==> config.mk <==
export PLATFORM = sky130hd
export DESIGN_NAME = swm_cell
export DESIGN_NICKNAME = d
export VERILOG_FILES = /design/src/hdl/assert_macros.svh /design/src/hdl/swm_pkg.sv /design/src/hdl/swm_cell.sv
export SDC_FILE = /design/constraint.sdc
export NUM_CORES = 1
export LEC_CHECK = 0
export BUFFER_PORTS_ARGS = -buffer_cell sky130_fd_sc_hd__buf_2
export CORE_MARGIN = 10
export CORE_UTILIZATION = 50
export CTS_CLUSTER_SIZE = 30
export DETAILED_ROUTE_END_ITERATION = 12
export GPL_TIMING_DRIVEN = 1
export PLACE_DENSITY = 0.93
export RECOVER_POWER = 100
export SKIP_LAST_GASP = 1
export SYNTH_ARGS = -nofsm -noshare
export SYNTH_HDL_FRONTEND = slang
export SYNTH_SLANG_ARGS = --single-unit
==> constraint.sdc <==
create_clock -name clk_i -period 6.2 [get_ports clk_i]
set_input_delay 0 -clock clk_i [delete_from_list [all_inputs] [get_ports clk_i]]
set_output_delay 0 -clock clk_i [all_outputs]
set_load 0.02 [all_outputs]
==> src/hdl/assert_macros.svh <==
// assertion macros shared by the rtl files
// no dependencies; included by files that carry concurrent checks
`ifndef ASSERT_MACROS_SVH
`define ASSERT_MACROS_SVH

// clocked property, disabled while reset is low
`define SWM_ASSERT(lbl, clk, rst_n, prop, msg) \
  lbl: assert property (@(posedge clk) disable iff (!rst_n) prop) else $error(msg);

// property that must never hold
`define SWM_ASSERT_NEVER(lbl, clk, rst_n, prop, msg) \
  `SWM_ASSERT(lbl, clk, rst_n, !(prop), msg)

`endif

==> src/hdl/swm_pkg.sv <==
// shared constants, types and codes of the sliding window minimizer
// no dependencies; imported by every module of the block
`timescale 1ns / 1ps

package swm_pkg;

  // sizes
  localparam int MaxWindow  = 32;
  localparam int OffsetBits = 32;
  localparam int ValW       = 60;
  localparam int KmerDigits = 18;
  localparam int CodeW      = 7;
  localparam int KlenW      = 5;
  localparam int WlenW      = 6;
  localparam int DigW       = 2;
  localparam int CfgAddrW   = 2;
  localparam int CfgDataW   = 6;
  localparam int CntW       = $clog2(MaxWindow + 1);
  localparam int StepW      = ($clog2(MaxWindow) > $clog2(KmerDigits)) ?
                              $clog2(MaxWindow) : $clog2(KmerDigits);

  // k-mer length limits
  localparam logic [KlenW-1:0] KmerMaxOne = KlenW'(18);
  localparam logic [KlenW-1:0] KmerMaxTwo = KlenW'(9);

  // code clamps and divide-by-ten reciprocal
  localparam logic [CodeW-1:0] MaxCodeOne = CodeW'(9);
  localparam logic [CodeW-1:0] MaxCodeTwo = CodeW'(99);
  localparam int               TenRecip   = 205;
  localparam int               TenShift   = 11;

  typedef struct packed {
    logic [ValW-1:0]       val;
    logic [OffsetBits-1:0] off;
  } entry_t;

  // seed for the minimum wave: larger than any k-mer value
  localparam entry_t SeedBest = '{val: '1, off: '0};

  typedef struct packed {
    logic shift;
    logic in_win;
  } cell_ctrl_t;

  typedef struct packed {
    logic load;
    logic restart;
    logic step;
  } kmer_ctrl_t;

  typedef enum logic [2:0] {
    ST_IDLE,
    ST_CONV,
    ST_INSERT,
    ST_SCAN,
    ST_EMIT
  } state_e;

  typedef enum logic [CfgAddrW-1:0] {
    CFG_KMER_LENGTH   = 2'd0,
    CFG_WINDOW_LENGTH = 2'd1,
    CFG_CODE_DIGITS   = 2'd2
  } cfg_idx_e;

endpackage

==> src/hdl/swm_cell.sv <==
// one window cell: holds a k-mer entry and a stage of the minimum wave
// depends on swm_pkg
`timescale 1ns / 1ps

module swm_cell
  import swm_pkg::*;
(
  input  logic       clk_i,
  input  cell_ctrl_t ctrl_i,
  input  entry_t     entry_i,
  input  entry_t     best_i,
  output entry_t     entry_o,
  output entry_t     best_o
);

  entry_t entry_q;
  entry_t best_q, best_d;

  // ties go to this cell, which is older than every cell before it
  always_comb begin
    if (ctrl_i.in_win && (entry_q.val <= best_i.val)) begin
      best_d = entry_q;
    end else begin
      best_d = best_i;
    end
  end

  always_ff @(posedge clk_i) begin
    if (ctrl_i.shift) begin
      entry_q <= entry_i;
    end
    best_q <= best_d;
  end

  assign entry_o = entry_q;
  assign best_o  = best_q;

endmodule

* Word level (Yosys, flattened, before mapping)
Index checks and enable logic that the tools add are counted.
Widths: inputs -> output; s select.
** Storage, ports and cells
- Flip-flop bits (word level) :: 184
- Word-level logic and storage cells :: 7
- Output and inout port bits :: 184
** Operators by class
- Magnitude comparators :: 1
- Mux-type cells :: 1
- Reductions and logical operators :: 1
** Operators by type and width (count)
- $mux 92 :: 1
- $le 60x60->1 :: 1
- $logic_and 1x1->1 :: 1

* Depth between registers and ports, before layout
- Depth after elaboration :: 3
- Mapped depth :: 11
- Depth with buffers taken out :: 9

* Worst setup path before layout
OpenSTA, ideal clock, no wires.
- Path type :: register to register
- From :: reg entry_q, in the netlist entry_o[33]
- To :: reg best_q, in the netlist best_o[11]
- Required time :: 6079 ps
- Data arrival time :: 2570 ps
- Setup slack :: 3508 ps
- Cell stages (with the launch flop) :: 11
- Clock period less this slack :: 2692 ps
- Buffers on the path :: 2
- Path through :: edfxtp_1 -> ha_1 -> nor2b_1 -> o211ai_1 -> a211oi_1 -> a2111oi_0 -> o2bb2ai_1 -> o31ai_1 -> buf_6 -> buf_6 -> mux2_4
** RTL lines
- start: declaration :: line swm_cell.sv:16 : entry_t entry_q;
- start signal: assignment :: line swm_cell.sv:30 : entry_q <= entry_i;
- end signal: assignment :: line swm_cell.sv:32 : best_q <= best_d;
- end: declaration :: line swm_cell.sv:17 : entry_t best_q, best_d;

==> out/qor.yml <==
run_status:
  status: "finished, violations left"
  violations: "max-capacitance violations, max-slew violations"
timing:
  setup_ws_ns: 2.04
  max_freq_mhz: 240
  fin_crit_ns: 4.16
  rsz0062_at_grt: "no"
  min_period_over_period_pct: 67.1
  fin_skew_ns: 0.0216
  finalHoldViolCount: 0
  slew_headroom_pct: -96.4
  fin_tns_setup_ns: 0
  slew_violations: 154
  worst_pin_slew_ns: 2.95
  setup_viol: 0
power_and_ir_drop:
  p_switching_mw: 1.04
  power_mw: 3.30
  power_frac_seq_pct: 44.7
  pwr-share-comb_pct: 20.7
  clkPwrFrac_pct: 34.6
  power.leakage_nw: 5.00
  p_per_area_nw_per_um2: 287
  intPower_mw: 2.26
  p_sw_share_pct: 31.6
  ir_worst_vdd_mv: 0.211
die:
  die_h_um: 143
  dieWidth_um: 143
  initial_core_util_pct: 51.5
  rows: 44
  coreArea_sq_um: 14700
  num_io_pins: 371
  die-area_sq_um: 20500
global_route:
  grt_pass1_vias: 7777
  grt_antenna_before_repair: 7
  grt_max_degree: 59
  grt_use_met3_pct: 8.72
  use_met2_pct: 57.6
  grt_use_met1_pct: 28.9
  top_usage_layer: "met2"
  grt_overflow: 0
  grt_first_pass_wirelength_um: 47000
  track_usage_pct: 30.9
critical_path:
  cp.depth: 9
  crit_path_cell_trace: "ha_1 -> nor2b_1 -> o211ai_1 -> a211oi_1 -> a2111oi_0 -> o2bb2ai_1 -> o31ai_4 -> clkbuf_2 -> mux2_2"
  end_kind: "flop"
  cp_max_fo: 58
  reg2reg_setup_slack_ns: 2.04
  max_stage_delay_ns: 1.22
  critPathBufInv: 1
  ff2ff_path_depth: 9
  cp_data_arrival_time_ns: 4.48
  regToRegStartpoint: "entry_o[33]$_DFFE_PP_"
  worstSetupPathType: "flop to flop"
  required_ns: 6.51
  critPathLaunchType: "flop"
  cp_slowest_cell: "clkbuf_2"
  r2r_end: "best_o[9]$_DFF_P_"
  crit_family: "compound AO/OA/AOI/OAI gates"
layout:
  area.growth.synth_to_final_pct: 52.1
  design_area_sq_um: 11500
  final_cells: 1273
  drive_gt1_share_pct: 19.8
  fill_cells: 946
  nNetsFinal: 1316
drt:
  dr.pass1.iters: 5
  routed_via_density: 5.46
  wire_per_inst_um: 25.9
  drtIter0Drc: 405
  ant_nets: 0
  totalWireLength_um: 32900
  vias: 6949
  drcViolationCount: 0
hold_path:
  holdCritStartpoint: "entry_i[4]"
  min_path_type: "primary input to flop"
  holdPathEnd: "entry_o[4]$_DFFE_PP_"
  min_path_cells: 2
logic_synthesis:
  avgSynthCellArea_sq_um: 15.1
  ys_types: 29
  ys.warnings.count: 0
  syn_area_sq_um: 7580
  ys_ff_latch: 184
  synthCells: 503
  yosysSeqAreaShare_pct: 60.8
  synthesis.nets: 750
clock_tree:
  cts_buffer_depth: 2
  cts-root-buf: "clkbuf_16"
  post_cts_buffers: 0
  clk_latency_ns: 0.44
  cts_tree: "built"
  cts.clk_slew.worst_paths_ns: 0.09
  htree_levels: 4
  cts_sinks: 184
  cts_made_buffers: 17
run:
  max_cap_violations: 3
placement:
  preCtsSetupSlack_ns: 2.33
  portBuffers: 370
  dp.cells: 1050
  hpwl_um: 19900
  dpl-instance-area_sq_um: 9590
  gp_congestion: 0.895
## sequential cells by signal, indices dropped and copies added (netlist names)
name	cells
entry_o	92
best_o	92
## cells by family after synthesis
family	synth area share (%)
AOI/OAI and AO/OA	3.47
adders and majority gates	9.91
buffers and inverters	4.52
DFF	60.8
muxes	17.6
and+or+nand+nor	3.70
## routing by layer
metal	vias to the layer above	share of wire [%]	routed length (um)
li1	2969	-	-
met1	3325	31	10300
met2	521	54	17700
met3	134	9.3	3070
met4	0	5.7	1870
met5	-	0	0
## layout make-up
class                           instances  area [sq um]  area share [%]
Timing Repair Buffer                  557          3450            29.9
Clock inverter                         15           209            1.81
Tap cell                              184           230            2.00
Sequential cell                       184          4600            39.9
Clock buffer                           17           425            3.69
Inverter                               63           236            2.05
Antenna cell                            7          17.5           0.152
Multi-Input combinational cell        246          2350            20.4
## per-stage QoR
step                hold slack, ns  utilization, %
finish                       0.269            78.4
global route                 0.259            78.4
CTS                         0.0769            82.1
detailed placement           0.178            65.3
global placement             0.176            65.3
floorplan                   0.0989               -
## synthesized netlist by cell type
cell | number | area, sq um
nor3_1 | 2 | 10.0
nor4_4 | 1 | 21.3
or4_1 | 1 | 7.51
nor2_1 | 1 | 3.75
dfxtp_1 | 92 | 1840
o2bb2ai_1 | 1 | 8.76
nor4_1 | 3 | 18.8
o21ai_0 | 7 | 35.0
a2111oi_0 | 1 | 8.76
inv_1 | 63 | 236
buf_6 | 9 | 101
a2111o_1 | 1 | 11.3
nand3_1 | 12 | 60.1
nand2b_1 | 1 | 6.26
o31ai_1 | 1 | 7.51
nor2b_1 | 1 | 6.26
o211ai_1 | 1 | 7.51
mux2_4 | 80 | 1200
a21oi_1 | 24 | 120
mux2_2 | 12 | 135
ha_1 | 60 | 751
nand4_2 | 1 | 12.5
a221oi_1 | 3 | 26.3
edfxtp_1 | 92 | 2760
a211oi_1 | 2 | 15.0
a21o_1 | 3 | 22.5
nand4_1 | 13 | 81.3
nand2_1 | 14 | 52.6
buf_2 | 1 | 5.00
## worst max-delay path by stage
stage / start / to
finish: entry_o[33]$_DFFE_PP_ / best_o[9]$_DFF_P_
global route: entry_o[33]$_DFFE_PP_ / best_o[1]$_DFF_P_
CTS: entry_o[37]$_DFFE_PP_ / best_o[0]$_DFF_P_
detailed placement: entry_o[37]$_DFFE_PP_ / best_o[4]$_DFF_P_
global placement: entry_o[37]$_DFFE_PP_ / best_o[10]$_DFF_P_
floorplan: entry_o[33]$_DFFE_PP_ / best_o[11]$_DFF_P_
## power groups by stage
stage	clock network [mW]	logic (mW)	registers, mW
2_1_floorplan	0	0.236	1.63
3_5_place_dp	0	0.648	1.49
3_3_place_gp	0	0.627	1.48
4_1_cts	1.13	0.746	1.46
6_report	1.14	0.683	1.48
5_1_grt	1.19	0.721	1.49
## placed cells by master (no fill, tap or decap), types with 7 or more instances in the layout
master,n
mux2_2,11
dlygate4sd3_1,184
diode_2,7
dfxtp_1,92
nand3_1,12
a21oi_1,24
inv_1,63
mux2_1,79
o21ai_0,7
edfxtp_1,92
clkbuf_1,207
nand2_1,14
ha_1,60
nand4_1,13
buf_2,164
clkinv_8,7
clkbuf_16,17
## what timing repair did
item / 4_1_cts / 5_1_grt
endpoints found under the setup margin: 0 / 0
resized for setup: 0 / 0
hold buffers: 184 / 0
endpoints found under the hold margin: 184 / 0
(Power assumes the default switching activity.)
