[src/hdl/assert_macros.svh]
// assertion macros shared by the rtl files
// no dependencies; included by files that carry concurrent checks
`ifndef ASSERT_MACROS_SVH
`define ASSERT_MACROS_SVH

// clocked property, disabled while reset is low
`define SWM_ASSERT(lbl, clk, rst_n, prop, msg) \
  lbl: assert property (@(posedge clk) disable iff (!rst_n) prop) else $error(msg);

// property that must never hold
`define SWM_ASSERT_NEVER(lbl, clk, rst_n, prop, msg) \
  `SWM_ASSERT(lbl, clk, rst_n, !(prop), msg)

`endif

[src/hdl/swm_pkg.sv]
// shared constants, types and codes of the sliding window minimizer
// no dependencies; imported by every module of the block
`timescale 1ns / 1ps

package swm_pkg;

  // sizes
  localparam int MaxWindow  = 32;
  localparam int OffsetBits = 32;
  localparam int ValW       = 60;
  localparam int KmerDigits = 18;
  localparam int CodeW      = 7;
  localparam int KlenW      = 5;
  localparam int WlenW      = 6;
  localparam int DigW       = 2;
  localparam int CfgAddrW   = 2;
  localparam int CfgDataW   = 6;
  localparam int CntW       = $clog2(MaxWindow + 1);
  localparam int StepW      = ($clog2(MaxWindow) > $clog2(KmerDigits)) ?
                              $clog2(MaxWindow) : $clog2(KmerDigits);

  // k-mer length limits
  localparam logic [KlenW-1:0] KmerMaxOne = KlenW'(18);
  localparam logic [KlenW-1:0] KmerMaxTwo = KlenW'(9);

  // code clamps and divide-by-ten reciprocal
  localparam logic [CodeW-1:0] MaxCodeOne = CodeW'(9);
  localparam logic [CodeW-1:0] MaxCodeTwo = CodeW'(99);
  localparam int               TenRecip   = 205;
  localparam int               TenShift   = 11;

  typedef struct packed {
    logic [ValW-1:0]       val;
    logic [OffsetBits-1:0] off;
  } entry_t;

  // seed for the minimum wave: larger than any k-mer value
  localparam entry_t SeedBest = '{val: '1, off: '0};

  typedef struct packed {
    logic shift;
    logic in_win;
  } cell_ctrl_t;

  typedef struct packed {
    logic load;
    logic restart;
    logic step;
  } kmer_ctrl_t;

  typedef enum logic [2:0] {
    ST_IDLE,
    ST_CONV,
    ST_INSERT,
    ST_SCAN,
    ST_EMIT
  } state_e;

  typedef enum logic [CfgAddrW-1:0] {
    CFG_KMER_LENGTH   = 2'd0,
    CFG_WINDOW_LENGTH = 2'd1,
    CFG_CODE_DIGITS   = 2'd2
  } cfg_idx_e;

endpackage

[src/hdl/swm_kmer.sv]
// k-mer builder: clamps the code, keeps the k-mer as decimal digits and
// converts it to binary one digit a cycle; depends on swm_pkg
`timescale 1ns / 1ps

module swm_kmer
  import swm_pkg::*;
(
  input  logic             clk_i,
  input  logic             rst_ni,
  input  kmer_ctrl_t       ctrl_i,
  input  logic [CodeW-1:0] symbol_code_i,
  input  logic             two_digits_i,
  input  logic [KlenW-1:0] kmer_len_i,
  output logic [ValW-1:0]  kmer_value_o
);

  logic [KmerDigits-1:0][3:0] bcd_q, bcd_d, base, masked;
  logic [KmerDigits-1:0][3:0] conv_q;
  logic [CodeW-1:0]           code_lim, code_c, tens_x10;
  logic [CodeW+7:0]           prod;
  logic [3:0]                 tens, ones;
  logic [KlenW-1:0]           keep;
  logic [ValW-1:0]            acc_q;

  always_comb begin
    code_lim = two_digits_i ? MaxCodeTwo : MaxCodeOne;
    code_c   = (symbol_code_i > code_lim) ? code_lim : symbol_code_i;
    // tens by reciprocal, exact for codes up to 99
    prod     = (CodeW+8)'(code_c) * (CodeW+8)'(TenRecip);
    tens     = prod[TenShift +: 4];
    tens_x10 = (CodeW'(tens) << 3) + (CodeW'(tens) << 1);
    ones     = 4'(code_c - tens_x10);
    // digits kept from the previous k-mer
    if (two_digits_i) begin
      keep = KlenW'((kmer_len_i - KlenW'(1)) << 1);
    end else begin
      keep = kmer_len_i - KlenW'(1);
    end
    base = ctrl_i.restart ? '0 : bcd_q;
    for (int j = 0; j < KmerDigits; j++) begin
      masked[j] = (KlenW'(j) < keep) ? base[j] : 4'd0;
    end
    if (two_digits_i) begin
      bcd_d = {masked[KmerDigits-3:0], tens, ones};
    end else begin
      bcd_d = {masked[KmerDigits-2:0], ones};
    end
  end

  always_ff @(posedge clk_i or negedge rst_ni) begin
    if (!rst_ni) begin
      bcd_q <= '0;
    end else if (ctrl_i.load) begin
      bcd_q <= bcd_d;
    end
  end

  // horner pass, most significant digit first
  always_ff @(posedge clk_i) begin
    if (ctrl_i.load) begin
      conv_q <= bcd_d;
      acc_q  <= '0;
    end else if (ctrl_i.step) begin
      acc_q  <= (acc_q << 3) + (acc_q << 1) + ValW'(conv_q[KmerDigits-1]);
      conv_q <= {conv_q[KmerDigits-2:0], 4'd0};
    end
  end

  assign kmer_value_o = acc_q;

endmodule
[config.mk]
export PLATFORM = sky130hd
export DESIGN_NAME = swm_kmer
export DESIGN_NICKNAME = d
export VERILOG_FILES = /design/src/hdl/assert_macros.svh /design/src/hdl/swm_pkg.sv /design/src/hdl/swm_kmer.sv
export SDC_FILE = /design/constraint.sdc
export NUM_CORES = 1
export LEC_CHECK = 0
export CORE_MARGIN = 4
export CORE_UTILIZATION = 45
export DETAILED_ROUTE_END_ITERATION = 8
export DONT_BUFFER_PORTS = 1
export PLACE_DENSITY = 0.66
export SYNTH_ARGS = -nofsm -noshare
export SYNTH_HDL_FRONTEND = slang
export SYNTH_SLANG_ARGS = --single-unit
[constraint.sdc]
create_clock -name clk_i -period 3.9 [get_ports clk_i]
set_clock_uncertainty 0.2 [all_clocks]
set_input_delay 0.78 -clock clk_i [delete_from_list [all_inputs] [get_ports clk_i]]
set_output_delay 0.78 -clock clk_i [all_outputs]
set_load 0.03 [all_outputs]
Word-level counts from Yosys, hierarchy flattened. Cells that the tools add are included.

Register bits: 200. Latch bits: 0. Bits in writable memories: 0. ROM bits: 0. Bits of input ports: 18. Output and inout bits: 60. Logic and storage cells: 85. Memories kept: 0.

$add $sub $neg: 5. Multipliers: 1. Divide/modulo/power cells: 0. Magnitude comparators: 18. Equal/unequal tests: 0. Shift-type cells: 0. Muxes and demuxes: 24. Bitwise operators: 0. Reduce and logical (&&, ||, !) cells: 1.

Operator list (number): 72-bit two-way mux (3); 4-bit two-way mux (17); 68-bit two-way mux (1); 60-bit by 4-bit adder with 60-bit output (1); 60-bit adder (1); 4-bit by 5-bit less-than comparator with 1-bit output (first input constant) (8); 3-bit by 5-bit less-than comparator with 1-bit output (first input constant) (4); 7-bit by 8-bit multiplier with 15-bit output (second input constant) (1); 7-bit two-way mux (2); 1-bit by 5-bit less-than comparator with 1-bit output (first input constant) (2); 2-bit by 5-bit less-than comparator with 1-bit output (first input constant) (2); 7-bit > comparator (1); 5-bit less-than comparator (first input constant) (1); 5-bit two-way mux (1); 5-bit by 1-bit subtractor with 5-bit output (second input constant) (1); 4-bit adder (1); 4-bit subtractor (1); 2-bit nonzero test (1).

Logic depth before layout (Yosys ltp). Gate-level depths: netlist of the first run.

Word-level depth: 8. Gate-level depth with buffers: 28. Mapped depth without buffers: 27.

Worst setup path before layout of the first run. No wires, ideal clock.

Path type: in2reg. Start point: input port two_digits_i. End point: register conv_q[3] (netlist name) (data pin). Library setup time: 266 ps. Arrival: 6354 ps. Required time: 3434 ps. Path slack: -2920 ps. Stages on the path: 25. Buffers on the path: 1. Cells stage by stage: inv_1 > clkbuf_1 > ha_1 > o21a_1 > o21ai_0 > o211ai_1 > o31a_1 > mux2_2 > ha_1 > inv_1 > fa_1 > inv_1 > ha_1 > fa_1 > ha_1 > a211o_1 > o31ai_1 > a21oi_1 > nor2_1 > xnor2_1 > ha_1 > a32oi_1 > xnor2_1 > xnor2_1 > nor2_1.

Word-level cells in the longest chain between the ends: 8.

Ends and longest elaborated chain: start: declaration (RTL line swm_kmer.sv:12) `input logic two_digits_i,`; 7-bit two-way mux * (RTL line swm_kmer.sv:26) `code_lim = two_digits_i ? MaxCodeTwo : MaxCodeOne;`; 7-bit > comparator (RTL line swm_kmer.sv:27) `code_c = (symbol_code_i > code_lim) ? code_lim : symbol_code_i;`; 7-bit two-way mux * (RTL line swm_kmer.sv:27); 7-bit by 8-bit multiplier with 15-bit output (RTL line swm_kmer.sv:29) `prod = (CodeW+8)'(code_c) * (CodeW+8)'(TenRecip);`; 4-bit adder (RTL line swm_kmer.sv:31) `tens_x10 = (CodeW'(tens) << 3) + (CodeW'(tens) << 1);`; 4-bit subtractor * (RTL line swm_kmer.sv:32) `ones = 4'(code_c - tens_x10);`; 72-bit two-way mux * (RTL line swm_kmer.sv:43) `if (two_digits_i) begin`; 72-bit two-way mux * (RTL line swm_kmer.sv:60) `if (ctrl_i.load) begin`; end signal: assignment (RTL line swm_kmer.sv:65) `conv_q <= {conv_q[KmerDigits-2:0], 4'd0};`; end: declaration (RTL line swm_kmer.sv:18) `logic [KmerDigits-1:0][3:0] conv_q;`.

Mark *: on every way between the ends. The rest lies on a longest branch, timed or not. A chain may end at the register's enable or synchronous reset.

Worst setup path in the final report of the first run. Ends and elaborated chain as after synthesis.

==> reports/metrics.sh, run 1 <==
OUTCOME='complete, but fails checks'
VIOLATED_CHECKS='setup timing'
CRITICALPATHCATEGORY='in2reg'
CRITICAL-PATH-MAX-STAGE-DELAY_NS=0.59
DPL.HPWL_UM=23000
CTS.ROOT.BUFFER_CELL='clkbuf_16'
INITIAL_UTIL_PCT=45.7
VIA_COUNT=11100
DIE_H_UM=182
GRT_PASS1_WL_UM=54300
HOLD_SLACK_NS=0.0265
ANTENNA_CELLS=0
CLOCK_SINKS=200
POSTSYNTHAREAPERCELL_UM2=9.63
FIRST_PASS_ITERS=5
TRACK_USAGE_PCT=19.4
YS_TYPES=82
GLOBALPLACE.CONGESTION=0.896
SEQCELLAREA_UM2=5060
VIA_COUNT_OF_THE_FIRST_GLOBAL_ROUTING_PASS=10900
SYNTH_ENABLE_FLOP_CELLS=72
WL_UM=32500
NET_COUNT_OF_THE_MAPPED_NETLIST=1589
NETLIST.TOP_CELL.BY_AREA='edfxtp_1'
FINALCRITPERIODSHARE_PCT=151
MAX-CAP-VIOLATIONS=0
SYNTHFLOPTYPE='edfxtp_1'
NUMCTSBUFFERS=17
SETUP.WORST_PATH.END_CLASS='flip-flop'
WORSTPATHMAXFANOUT=41
TOP_POST_SYNTHESIS_CELLS_BY_COUNT='ha_1 (154), nor2_1 (145), nand2_1 (95), o21a_1 (82)'
WORSTPATHREQUIRED_NS=3.86
CRITICAL_PATH.STARTPOINT_TYPE='primary input'
SYN_INST=1407
DESIGN.PORTCOUNT=78
GRT_OVERFLOW=0
FINAL_NETS=1671
CLK_LATENCY_NS=0.44
CLOCK.FMAX_MHz=170
MULTI_INPUT_AREA_UM2=8340
POST-ROUTE-DRC-COUNT=0
POST_ROUTE_CELLS_DRIVE_ABOVE_1_SHARE_PCT=15.7
CTS_TREE='done'
ANTENNA_LEFT=0
WORST-PATH-BUF-INV=3
VIA_PER_INST=5.86
TIMING.SLEW.HEADROOM_PCT=37.4
GRT_START_MAX_NET_PINS=192
DESIGN_POWER_TOTAL_uW=6520
FILLCELLCOUNT=2724
POST-SYNTH-TOP-AREA-FRACTION_PCT=16.0
POSTSYNTHREGISTERBITS=200
YS_SEQ_AREA_SHARE_PCT=37.4
LAYOUT_MIN_CYCLE_TIME_NS=5.88
CP_DATA_ARRIVAL_TIME_NS=5.84
SETUP_VIOL=14
POSTLAYOUTCELLAREA_UM2=15700
HOLD_VIOL=0
AREA_GROWTH_PCT=15.7
POWER.STATIC_LEAKAGE_uW=0.00711
NUMBER_OF_ANTENNA_VIOLATIONS_AT_THE_FIRST_CHECK_IN_GLOBAL_ROUTING=0
PORT-BUFFER-COUNT=0
PEAKVDDDROP_V=0.000291
CP_SLOWEST_CELL='fa_2'
STD_CELL_ROWS=63
R2R_START='conv_q[71]'
SETUP_REPAIR_AFTER_GLOBAL_ROUTING_MISSED_ITS_MARGIN='true'
SYN_AREA_UM2=13600
POWER_PER_CELL_AREA_nW_PER_UM2=416
FLOORPLAN.DIE.WIDTH_UM=182
WORST_PIN_SLEW_NS=0.932
CTS-HTREE-LEVELS=4
SYNTH-ASYNC-RESET-RATIO_PCT=34.0
PLACED_AREA_UM2=14700
SYNTH_MOST_COMMON_CELL='ha_1'
SYNTH_TOP_CELLS_BY_AREA='edfxtp_1 (16%), ha_1 (14%), dfrtp_1 (13%)'
YS.WARNINGS.COUNT=0
PATH_DELAY_FAMILY='adder cells'
DRTITER0DRC=784
DIE_AREA_UM2=33000
FINAL_CORE_UTIL_PCT=52.9
CLOCK_PATH_BUFFERS=2
WORST_PATH_CLK_SLEW_NS=0.07
CRITICAL-PATH-TOP-CELL-BY-COUNT='ha_4'
SLEW_VIOL_FINAL=0
POSTLAYOUTSETUPSLACKWORST_NS=-1.98
ROUTE.DETAILED.WL_PER_INST_UM=17.2
WORSTSETUPSTARTPOINT='two_digits_i'
MIN_PATH_TYPE='in2async'
PLACEABLECOREAREA_UM2=29600
-- layout make-up --
cell class	count	area share [%]
sequential	200	32.3
multi-input combinational	1085	53.2
tap	390	3.11
inverter	61	1.48
timing repair buffer	124	6.11
clock buffer	19	2.89
clock inverter	13	0.878
-- path summary, 6_finish.rpt --
kind | slack [ns] | depth (start not counted) | to
setup / recovery | -1.98 | 25 | conv_q[3]
hold / removal | 0.03 | 1 | bcd_q[21]
setup reg to reg | 0.15 | 11 | kmer_value_o[55]
hold reg to reg | 0.29 | 1 | bcd_q[65]
max in group asynchronous | 3.17 | 1 | bcd_q[65]
min in group clk_i | 0.23 | 1 | kmer_value_o[10]
-- worst reg2reg max path, delay by kind of cell, from the launching register on --
kind            cells  cell delay [ns]
compound gates      8             1.77
fa+ha+maj           2             0.86
simple gates        1             0.36
flops               1             0.45
-- state kept, by name, summed over array words and instances, names as in the netlist --
signal and count:
bcd_q 68, conv_q 72, kmer_value_o 60
-- kinds of logic (layout without fill, tap and decap cells) --
family | count (synthesis) | after routing | synth area share [%]
and+or+nand+nor | 385 | 385 | 13.2
adders and majority gates | 164 | 164 | 15.7
muxes | 46 | 46 | 3.50
DFF | 200 | 200 | 37.4
buffers and inverters | 122 | 217 | 3.43
xor gates and xnor gates | 48 | 48 | 3.10
AOI/OAI and AO/OA | 442 | 442 | 23.7
-- through the flow --
step	instances	setup slack, ns	setup TNS [ns]
global route	1892	-2.19	-27.10
CTS	1886	-1.87	-23.16
floorplan	1407	-2.42	-27.57
finish	1892	-1.98	-24.08
global placement	1845	-2.34	-28.24
detailed placement	1845	-2.53	-30.70
-- placed cells by master, fill, tap and decap left out, types with 6 or more instances in the layout --
| cell | Yosys | layout |
|---|---|---|
| o2bb2ai_1 | 8 | 8 |
| o21ai_1 | 6 | 8 |
| a221o_1 | 33 | 33 |
| fa_1 | 10 | 8 |
| nand2_1 | 95 | 95 |
| edfxtp_1 | 72 | 72 |
| o21ai_0 | 73 | 70 |
| o21a_1 | 82 | 82 |
| nor2b_1 | 7 | 7 |
| a211o_1 | 8 | 8 |
| nor3_1 | 34 | 34 |
| a31oi_1 | 14 | 13 |
| ha_4 | 0 | 12 |
| xnor2_1 | 31 | 29 |
| o31ai_1 | 7 | 6 |
| clkbuf_16 | 0 | 17 |
| a21oi_2 | 3 | 6 |
| xor2_1 | 17 | 16 |
| mux2i_1 | 37 | 35 |
| or3_1 | 9 | 9 |
| nand2b_1 | 10 | 10 |
| and3_1 | 10 | 10 |
| nor2_1 | 145 | 142 |
| dfxtp_1 | 60 | 60 |
| nand3_1 | 19 | 18 |
| a21o_1 | 36 | 36 |
| o211ai_1 | 8 | 8 |
| buf_4 | 0 | 121 |
| inv_2 | 0 | 6 |
| inv_1 | 60 | 54 |
| and2_1 | 11 | 11 |
| nand4_1 | 13 | 13 |
| a211oi_2 | 3 | 6 |
| ha_1 | 154 | 142 |
| a221oi_1 | 17 | 17 |
| dfrtp_1 | 68 | 68 |
| mux2_2 | 8 | 6 |
| a21oi_1 | 73 | 70 |
| a211oi_1 | 17 | 14 |
-- layer usage --
layer  part of all wire (%)  track usage [%]
met5                      0                0
met4                    1.4             4.56
met3                    4.5             3.17
met2                     47             32.2
met1                     47             26.8
-- where the power goes --
| group | internal (uW) | total [uW] | switching (uW) | leakage, uW |
|---|---|---|---|---|
| Combinational | 1020 | 2090 | 1070 | 0.00474 |
| Clock | 936 | 1800 | 861 | 0.000283 |
| Sequential | 2450 | 2630 | 173 | 0.00209 |
| Total | 4410 | 6520 | 2100 | 0.00711 |
-- repair_timing --
item / CTS / global route
setup buffers: 11 / 11
endpoints found under the setup margin: 15 / 19
endpoints found under the hold margin: 68 / 0
pin swaps: 22 / 27
hold buffers: 1 / 0
gates resized for setup: 17 / 20
Note: power is estimated with default switching activity, not from simulation.
==> run 2, diff against run 1 <==
- CORE_MARGIN: 4 -> 2
- SKIP_LAST_GASP: unset -> 1
==> reports/metrics.sh, run 2 (same netlist as run 1, synthesis figures left out) <==
CTS.ROOT.BUFFER_CELL='clkbuf_16'
DIE_H_UM=178
TIMING.SLEW.HEADROOM_PCT=35.1
LAYOUTNONFILLERINSTCOUNT=1885
LAYOUT_MIN_CYCLE_TIME_NS=5.84
WORST_PIN_SLEW_NS=0.973
SETUP_VIOL=14
HOLD_VIOL=0
CLOCK_PATH_BUFFERS=2
WORSTPATHREQUIRED_NS=3.87
CRITICALPATHCATEGORY='in2reg'
HOLD_SLACK_NS=0.0242
PORT-BUFFER-COUNT=0
POWER.STATIC_LEAKAGE_uW=0.00709
WORST_PATH_CLK_SLEW_NS=0.08
CTS-HTREE-LEVELS=4
SLEW_VIOL_FINAL=0
GRT_MOST_USED_LAYER='met2'
WL_UM=31900
PLACEABLECOREAREA_UM2=29600
POST_ROUTE_CELLS_DRIVE_ABOVE_1_SHARE_PCT=15.0
LARGEST_REGISTER='conv_q'
AREA_GROWTH_PCT=15.0
CP_DATA_ARRIVAL_TIME_NS=5.81
OUTCOME='complete, but fails checks'
POWER_PER_CELL_AREA_nW_PER_UM2=424
ROUTE.DETAILED.WL_PER_INST_UM=16.9
TRACK_USAGE_PCT=20.6
FINALSETUPTNS_NS=-23.61
FINALCRITPERIODSHARE_PCT=150
DESIGN.PORTCOUNT=78
MULTI_INPUT_AREA_UM2=8300
CTS_TREE='done'
CLOCK.FMAX_MHz=171
DIE_AREA_UM2=31500
FINAL_NETS=1664
SEQCELLAREA_UM2=5070
INITIAL_UTIL_PCT=45.7
SETUP_SLACK_AFTER_PLACEMENT_NS=-2.51
LARGEST_REG_FLOPS=72
MIN_PATH_TYPE='in2async'
SETUP_REPAIR_AFTER_GLOBAL_ROUTING_MISSED_ITS_MARGIN='true'
PLACED_CELLS_INCL_TAPS=1842
LAYOUT_COMMON_CELLS='ha_1 (145), nor2_1 (142), buf_4 (114)'
PEAKVDDDROP_V=0.000293
FINAL_COMMON_CELL='ha_1'
STD_CELL_ROWS=63
ANTENNA_CELLS=0
FIRST_PASS_ITERS=5
WORSTPATHMAXFANOUT=41
CLOCK_SINKS=200
MET3_USAGE_PCT=3.23
MAX-CAP-VIOLATIONS=0
FILLCELLCOUNT=2702
GRT_PASS1_WL_UM=53300
FLOORPLAN.DIE.WIDTH_UM=178
SETUP.WORST_PATH.END_CLASS='flip-flop'
VIA_COUNT=11000
GRT_START_MAX_NET_PINS=192
POSTLAYOUTSETUPSLACKWORST_NS=-1.94
DRTITER0DRC=862
MET1_USAGE_PCT=27.9
NUMCTSBUFFERS=17
DPL.HPWL_UM=22600
NUMBER_OF_ANTENNA_VIOLATIONS_AT_THE_FIRST_CHECK_IN_GLOBAL_ROUTING=0
GLOBALPLACE.CONGESTION=0.881
WORSTREGTOREGCELLS=12
MET2_USAGE_PCT=34.4
FINAL_CORE_UTIL_PCT=52.6
CRITICAL_PATH.STARTPOINT_TYPE='primary input'
POST-ROUTE-DRC-COUNT=0
CLK_LATENCY_NS=0.44
ANTENNA_LEFT=0
GRT_OVERFLOW=0
VIOLATED_CHECKS='setup timing'
VIA_PER_INST=5.85
VIA_COUNT_OF_THE_FIRST_GLOBAL_ROUTING_PASS=10900
run 2: cell types whose count changed in the layout (fill, tap and decap cells not counted), sizes merged:
cell / previous run / this run
buf: 124 / 117
bufinv: 1 / 2
clkbuf: 19 / 22
clkinv: 5 / 0
clkinvlp: 4 / 2
inv: 64 / 67
run 2: power breakdown:
part / leakage (uW) / internal [uW] / switching [uW]
Sequential: 0.00209 / 2460 / 176
Clock: 0.000291 / 1000 / 847
Combinational: 0.00471 / 1050 / 1090
run 2: worst paths after layout:
path,startpoint,slack (ns),endpoint
max,two_digits_i,-1.94,conv_q[3]
min,rst_ni,0.02,bcd_q[28]
max reg2reg,conv_q[71],0.13,kmer_value_o[52]
min reg2reg,bcd_q[64],0.28,bcd_q[64]
max in group asynchronous,rst_ni,3.17,bcd_q[66]
min in group clk_i,ctrl_i[0],0.23,kmer_value_o[10]
run 2: layout make-up:
cell class | count | area share, %
Clock inverter | 10 | 0.859
Multi-Input combinational cell | 1085 | 53.2
Tap cell | 390 | 3.13
Timing Repair Buffer | 117 | 5.81
Inverter | 61 | 1.49
Sequential cell | 200 | 32.5
Clock buffer | 22 | 2.98
run 2: critical path: stages:
cell and delay, ns:
clkinvlp_4 0.14, ha_4 0.31, nand4b_1 0.12, o211ai_1 0.22, o31a_1 0.28, mux2_4 0.35
ha_4 0.28, inv_2 0.03, fa_1 0.50, inv_2 0.05, ha_4 0.26, fa_2 0.45
ha_4 0.27, o21a_1 0.11, o21ai_2 0.06, nor2_2 0.15, o31ai_4 0.10, a21oi_2 0.22
nor2_4 0.07, xnor2_2 0.22, ha_4 0.24, a32oi_2 0.19, xnor2_1 0.17, xnor2_1 0.17
nor2_1 0.06
run 2: per-stage QoR:
step	instance area, um^2	power (uW)
finish	15600	6620
global route	15600	7010
CTS	15500	6520
detailed placement	14700	4500
global placement	14700	4420
floorplan	13700	3970
run 2: repair_timing:
item / in CTS / in global routing
buffers inserted: 4 / 7
hold buffers: 1 / 0
hold endpoints to repair: 68 / 0
gates resized for setup: 17 / 17
pin swaps: 19 / 15
gates cloned: 0 / 0
endpoints found under the setup margin: 15 / 24
run 2: routing by layer:
layer | wire length [um] | part of all wire [%] | vias up
met5 | 0 | 0 | -
met4 | 434 | 1.4 | 0
met3 | 1310 | 4.1 | 31
met2 | 15200 | 48 | 236
met1 | 14900 | 47 | 5344
li1 | - | - | 5414
==> run 3, diff against run 2 <==
- HOLD_SLACK_MARGIN: unset -> 0.1
- SKIP_LAST_GASP: 1 -> unset
==> reports/metrics.sh, run 3 (same netlist as run 1, synthesis figures left out) <==
OUTCOME='complete, but fails checks'
VIOLATED_CHECKS='setup timing'
VIA_COUNT=11000
CRITICAL-PATH-MAX-STAGE-DELAY_NS=0.50
MAX-CAP-VIOLATIONS=0
LARGEST_REGISTER='conv_q'
WORSTPATHMAXFANOUT=41
ANTENNA_LEFT=0
MIN_PATH_TYPE='in2reg'
FINAL_COMMON_CELL='ha_1'
SETUP_SLACK_AFTER_PLACEMENT_NS=-2.51
CP_SLOWEST_CELL='fa_1'
PORT-BUFFER-COUNT=0
NUMCTSBUFFERS=17
POST-ROUTE-DRC-COUNT=0
HOLD_VIOL=0
LARGEST_REG_FLOPS=72
DRTITER0DRC=827
DIE_H_UM=178
FILLCELLCOUNT=2703
ANTENNA_CELLS=0
FLOORPLAN.DIE.WIDTH_UM=178
ROUTE.DETAILED.WL_PER_INST_UM=16.9
CLK_LATENCY_NS=0.44
WORST_PIN_SLEW_NS=0.975
NUMBER_OF_ANTENNA_VIOLATIONS_AT_THE_FIRST_CHECK_IN_GLOBAL_ROUTING=0
WORSTPATHREQUIRED_NS=3.87
SETUP_REPAIR_AFTER_GLOBAL_ROUTING_MISSED_ITS_MARGIN='true'
DIE_AREA_UM2=31500
PLACEABLECOREAREA_UM2=29600
SETUP.WORST_PATH.END_CLASS='flip-flop'
LAYOUT_COMMON_CELLS='ha_1 (145), nor2_1 (142), buf_4 (114)'
SLEW_VIOL_FINAL=0
LAYOUTNONFILLERINSTCOUNT=1886
GLOBALPLACE.CONGESTION=0.881
SETUP_VIOL=14
LAYOUT_MIN_CYCLE_TIME_NS=5.83
FINAL_NETS=1665
DESIGN.PORTCOUNT=78
INITIAL_UTIL_PCT=45.7
CRITICAL-PATH-TOP-CELL-BY-COUNT='ha_4'
STD_CELL_ROWS=63
CLOCK_SINKS=200
WL_UM=31900
TIMING.SLEW.HEADROOM_PCT=35.0
WORST_PATH_CLK_SLEW_NS=0.08
POSTLAYOUTSETUPSLACKWORST_NS=-1.93
POWER.STATIC_LEAKAGE_uW=0.00709
CRITICALPATHCATEGORY='in2reg'
AREA_GROWTH_PCT=15.1
GRT_OVERFLOW=0
PEAKVDDDROP_V=0.000291
POWER_PER_CELL_AREA_nW_PER_UM2=424
VIA_PER_INST=5.86
CTS-HTREE-LEVELS=4
CP_DATA_ARRIVAL_TIME_NS=5.80
GRT_PASS1_WL_UM=53300
TRACK_USAGE_PCT=20.6
FIRST_PASS_ITERS=5
VIA_COUNT_OF_THE_FIRST_GLOBAL_ROUTING_PASS=10900
PLACED_CELLS_INCL_TAPS=1842
GRT_START_MAX_NET_PINS=192
FINALCRITPERIODSHARE_PCT=150
POST_ROUTE_CELLS_DRIVE_ABOVE_1_SHARE_PCT=15.0
CRITICAL_PATH.STARTPOINT_TYPE='primary input'
CLOCK.FMAX_MHz=171
DPL.HPWL_UM=22600
CTS.ROOT.BUFFER_CELL='clkbuf_16'
CTS_TREE='done'
CLOCK_PATH_BUFFERS=2
[run 3: cell types whose count changed in the layout (fill, tap and decap cells not counted)]
cell           previous run  this run
dlygate4sd3_1             0         1
[run 3: worst paths after layout]
| kind | start | endpoint | cells after the start | slack, ns |
|---|---|---|---|---|
| max | two_digits_i | conv_q[3] | 25 | -1.93 |
| min | ctrl_i[0] | kmer_value_o[10] | 1 | 0.23 |
| max reg2reg | conv_q[71] | kmer_value_o[52] | 12 | 0.13 |
| min reg2reg | bcd_q[64] | bcd_q[64] | 1 | 0.29 |
| max in group asynchronous | rst_ni | bcd_q[66] | 2 | 2.51 |
| min in group asynchronous | rst_ni | bcd_q[28] | 2 | 0.68 |
[run 3: timing repair]
item                                   CTS  global route
setup buffers                            4             7
endpoints found under the hold margin   68             0
pin swaps                               19            15
setup endpoints to repair               15            24
hold buffers                             2             0
resized for setup                       17            17
[run 3: stage by stage]
stage	area (um^2)	total power [uW]	setup TNS, ns	utilization (%)	hold slack [ns]
finish	15600	6610	-23.64	52.6	0.228
global route	15600	7010	-26.70	52.6	0.210
CTS	15500	6520	-22.52	52.2	0.203
detailed placement	14700	4500	-30.14	49.6	0.273
global placement	14700	4420	-28.14	49.6	0.262
floorplan	13700	3970	-27.57	-	0.252
[run 3: area by class of cell]
cell class	instances	area [um^2]	area share [%]
Clock buffer	22	464	2.98
Clock inverter	10	134	0.858
Inverter	61	233	1.49
Multi-Input combinational cell	1085	8300	53.2
Sequential cell	200	5070	32.5
Tap cell	390	488	3.13
Timing Repair Buffer	118	916	5.87
[run 3: layer usage]
metal  track usage [%]  routed length, um
met1              27.9              14900
met2              34.4              15300
met3              3.19               1280
met4              5.12                447
met5                 0                  0
[run 3: worst max-delay path, delay by kind of cell]
kind	cells	cell delay, ns
adder cells (fa/ha/maj)	7	2.31
AND/OR/NAND/NOR	4	0.40
multiplexers	1	0.35
XOR/XNOR	3	0.56
AO/OA/AOI/OAI	7	1.18
buffers and inverters	3	0.22
[run 3: power breakdown]
group	internal [uW]	switching, uW
clock network	1000	845
registers	2460	176
logic	1050	1090
total	4500	2110
